===== config.mk =====
export PLATFORM = sky130hd
export DESIGN_NAME = obbt_sep_check
export DESIGN_NICKNAME = d
export VERILOG_FILES = /design/src/obbt_pkg.sv /design/src/obbt_sep_check.sv
export SDC_FILE = /design/constraint.sdc
export NUM_CORES = 1
export LEC_CHECK = 0
export BUFFER_PORTS_ARGS = -buffer_cell sky130_fd_sc_hd__buf_2
export CORE_MARGIN = 4
export CORE_UTILIZATION = 56
export DETAILED_ROUTE_END_ITERATION = 7
export MAX_ROUTING_LAYER = met4
export PLACE_DENSITY = 0.85
export SYNTH_ARGS = -nofsm -noshare
export SYNTH_HDL_FRONTEND = slang
export SYNTH_SLANG_ARGS = --single-unit

===== constraint.sdc =====
create_clock -name vclk -period 10.2
set_input_delay 3.06 -clock vclk [all_inputs]
set_output_delay 3.06 -clock vclk [all_outputs]
set_load 0.02 [all_outputs]

===== src/obbt_pkg.sv =====
// obbt_pkg: shared widths and types for the oriented box overlap tester
// used by obbt_sep_check and obb_overlap_test_core; depends on nothing
`default_nettype none
package obbt_pkg;
   localparam int LaneW   = 20;
   localparam int FieldW  = 3 * LaneW;
   localparam int NFields = 10;
   localparam int ReqW    = FieldW * NFields;
   localparam int RspW    = 8;
   localparam int FracW   = 18;
   localparam int AccW    = 48;

   typedef logic signed [LaneW-1:0] lane_type;
   typedef logic signed [AccW-1:0]  acc_type;
endpackage
`default_nettype wire


===== src/obbt_sep_check.sv =====
// obbt_sep_check: one separating axis compare, |proj| > ra + rb
// depends on obbt_pkg
`default_nettype none
module obbt_sep_check (
   input  wire obbt_pkg::acc_type proj,
   input  wire obbt_pkg::acc_type ra,
   input  wire obbt_pkg::acc_type rb,
   output logic                   sep
);
   logic signed [obbt_pkg::AccW:0] mag_w;
   logic signed [obbt_pkg::AccW:0] rsum_w;

   always_comb begin
      mag_w  = proj[obbt_pkg::AccW-1] ? -{proj[obbt_pkg::AccW-1], proj}
                                       : {proj[obbt_pkg::AccW-1], proj};
      rsum_w = {ra[obbt_pkg::AccW-1], ra} + {rb[obbt_pkg::AccW-1], rb};
      sep    = mag_w > rsum_w;
   end
endmodule
`default_nettype wire


; Yosys cells after proc, flatten, opt, wreduce, memory -nomap -nowiden
; Index checks and enable logic that the tools add are counted.
[word_totals]
register_bits = 0
in_bits = 144
[op_classes]
n_mux = 1
add_sub_neg = 2
order_cmp = 1
[op_table]
columns = operator, n
row1 = 48-bit by 48-bit adder with 49-bit output, 1
row2 = 49-bit greater-than comparator, 1
row3 = 49-bit two-way mux, 1
row4 = 49-bit negation, 1

; Depth between registers and ports, before layout
[depth]
ltp_word = 3
mapped_depth = 19
ltp_nobuf = 19

; Worst setup path after synthesis
; No wires, ideal clock.
[synth_timing]
path_kind = in2out
startpoint = input port proj[10]
endpoint = output port sep
required_time_ns = 7.140
path_buffers = 1
path_slack_ns = 0.312
path_stages = 16
arrival_time_ns = 6.828
cell_sequence = or4_4 -> or4_4 -> nor3_4 -> nand2_2 -> or3_1 -> buf_6 -> o41ai_4 -> xnor2_1 -> ha_1 -> nand4_1 -> nor4_1 -> nand3_1 -> nand2b_1 -> o31ai_1 -> nor2_1 -> o221ai_1
[synth_via]
elab_chain_len = 3
[synth_lines]
columns = element, line
row1 = from (decl), obbt_sep_check.sv:5  ; input wire obbt_pkg::acc_type proj,
row2 = 49-bit negation, obbt_sep_check.sv:14  ; mag_w = proj[obbt_pkg::AccW-1] ? -{proj[obbt_pkg::AccW-1], proj}
row3 = 49-bit two-way mux (*), obbt_sep_check.sv:14
row4 = 49-bit greater-than comparator (*), obbt_sep_check.sv:17  ; sep = mag_w > rsum_w;
row5 = to (decl), obbt_sep_check.sv:8  ; output logic sep
; Every way passes the cells marked *; elsewhere a longest branch is shown, timed or not.

; Final worst setup path
[layout_timing]
startpoint = input port ra[7]
endpoint = output port sep
[layout_via]
elab_chain_len = 2
[layout_lines]
columns = element, line
row1 = from (decl), obbt_sep_check.sv:6  ; input wire obbt_pkg::acc_type ra,
row2 = 48-bit by 48-bit adder with 49-bit output, obbt_sep_check.sv:16  ; rsum_w = {ra[obbt_pkg::AccW-1], ra} + {rb[obbt_pkg::AccW-1], rb};
row3 = 49-bit greater-than comparator, obbt_sep_check.sv:17
; Every way passes these cells.

==> out/qor.yml <==
status:
  status: "complete, no violations"
sta:
  period_minus_slack_ns: 10.18
  setup_violations: 0
  drv_slew: 0
  rsz0062_at_grt: "true"
  slew_headroom_pct: 52.2
  finalCritPeriodShare_pct: 99.8
  worst_pin_slew_ns: 0.717
  clock.fmax_ghz: 0.0982
  finalHoldViolations: 0
  setup_slack_ns: 0.0215
  whs_ns: 6.98
pwr:
  swShare_pct: 55.7
  seqPwrFrac_pct: 0
  peakVddDrop_mv: 0.0369
  power.share.combinational_pct: 100.0
  totalPowerFinal_uw: 436
  clkPwrFrac_pct: 0
  p_leak_uw: 0.00290
  p_int_uw: 193
  cellPowerDensity_nw_per_um2: 71.5
  power.switching_uw: 243
worst_hold_path:
  hp-class: "in -> out"
routing:
  num_vias: 6147
  drt-initial-drc-count: 347
  drc: 0
  wl_per_cell_um: 17.2
  routed_wl_um: 16600
  ant_nets: 0
  via_per_inst: 6.38
  dr.pass1.iters: 5
finish:
  drive_above_1_share_pct: 24.1
  antennaDiodeCount: 0
  fin_nets: 1101
  area_delta_synth_final_pct: 23.0
  num-fill-cells: 768
  multi_input_area_um2: 4940
  nClkBuffers: 0
  seq_cell_count: 0
  seqCellArea_um2: 0
  fin_util_pct: 70.2
setup_path:
  cp_data_required_time_ns: 7.14
  crit_fanout: 5
  slowest_stage: "o21ai_0"
  end_kind: "output pin"
  cp_data_arrival_time_ns: 7.12
  critPathMaxStageDelay_ns: 0.38
  crit_type: "in -> out"
  cp_cell_sequence: "buf_2 -> ha_1 -> nand2_1 -> o21ai_0 -> a21oi_1 -> o211ai_1 -> o21ai_1 -> o21bai_1 -> or4_1 -> nand3_1 -> ha_1 -> nand4_1 -> nor4_4 -> buf_4 -> nand3_4 -> o211ai_1 -> o22a_1 -> o221ai_2 -> buf_4"
  start_kind: "input port"
global_route:
  grt_max_degree: 41
  grt_pass1_wl_um: 26200
  grt_pass1_vias: 5818
  track_usage_pct: 31.2
  grt_overflow_total: 0
  antenna_found_initial: 0
placement:
  pre_cts_ws_ns: -0.200
  gp_congestion: 0.991
  dp_hpwl_um: 14100
  io_buffers: 145
die:
  die_height_um: 102
  dieArea_um2: 10400
  boundaryPins: 145
  std_cell_rows: 34
  core_um2: 8680
  die_w_um: 102
  initial_core_util_pct: 57.1
logic_synthesis:
  avgSynthCellArea_um2: 6.99
  synth_nets: 951
  synth_commonest_cells: "ha_1 (98), a21oi_1 (72), nand2_1 (70)"
  ys_seq_area_share_pct: 0
  syn-instance-count: 708
  synthesis.area_um2: 4950
  yosysMostFrequentCell: "ha_1"
  yosysWarningCount: 0
  synth_top_cell_area_share_pct: 24.8
  synth_cell_types: 56
  post-synth-top-area-cell: "ha_1"
  yosys-top-cells-area: "ha_1 (25%), xnor2_1 (12%), a21oi_1 (7.3%), a21o_1 (6.2%), nand2_1 (5.3%)"
run:
  maxCapViolations: 0
==> through the flow <==
step                instances  TNS, ns  cell area [µm²]
floorplan                 708        0             4950
global placement          956  -0.0669             5870
detailed placement        956   -0.200             5870
CTS                       960        0             5950
global route              964   -0.230             6090
finish                    964        0             6090
==> layer usage <==
metal  share of wire [%]  vias up  track usage (%)
met5                   0        -                -
met4                 1.7        0             6.26
met3                 8.5       28             3.07
met2                  46      295             51.5
met1                  43     2851             41.6
li1                    -     2973                -
==> power by group through the flow <==
stage / combinational (µW) / clock (µW) / sequential (µW)
after floorplan: 280 / 0 / 0
after global placement: 391 / 0 / 0
after detailed placement: 407 / 0 / 0
after CTS: 416 / 0 / 0
after global routing: 482 / 0 / 0
final: 436 / 0 / 0
==> logic make-up (layout without fill, tap and decap cells) <==
family	Yosys count	count (layout)	synth area share [%]
compound gates	235	235	30.9
xor+xnor	87	87	15.4
fa+ha+maj	99	99	25.2
buf+inv	39	187	3.11
mux	2	2	0.404
other cells	1	1	0.0757
simple gates	245	245	25.0
==> worst max-delay path: cells and delay by family <==
kind	cells	cell delay (ns)
simple gates	6	0.92
fa+ha+maj	2	0.72
buf+inv	3	0.44
compound gates	8	1.98
==> what timing repair did <==
item | 4_1_cts | 5_1_grt
endpoints found under the setup margin | 1 | 1
pin swaps | 12 | 16
setup buffers | 4 | 4
gates resized for setup | 11 | 20
hold buffers | 0 | 0
==> final cells by class <==
class | instances | area share (%)
Tap cell | 108 | 2.22
Timing Repair Buffer | 176 | 16.0
Inverter | 11 | 0.678
Multi-Input combinational cell | 669 | 81.1
==> worst paths after layout <==
kind / cells after the start / from / end
max: 19 / ra[7] / sep
min: 7 / proj[46] / sep
==> layout by cell type, fill, tap and decap left out, drive strengths merged, types with 4 or more instances in the layout <==
cell type  instances
o21bai             7
a31oi              6
nor2              47
o31ai             18
buf              176
o21ai             50
nor2b              9
nand2             71
xor2              19
or4                6
inv               11
ha                98
nand2b            13
xnor2             68
nor4               7
or2                4
nor3              16
o211ai             5
nand3             22
and3               4
a21oi             72
and4               4
nand4             28
a21o              41
o41ai             10
or3               10
Power figures use the tool's default switching activity.
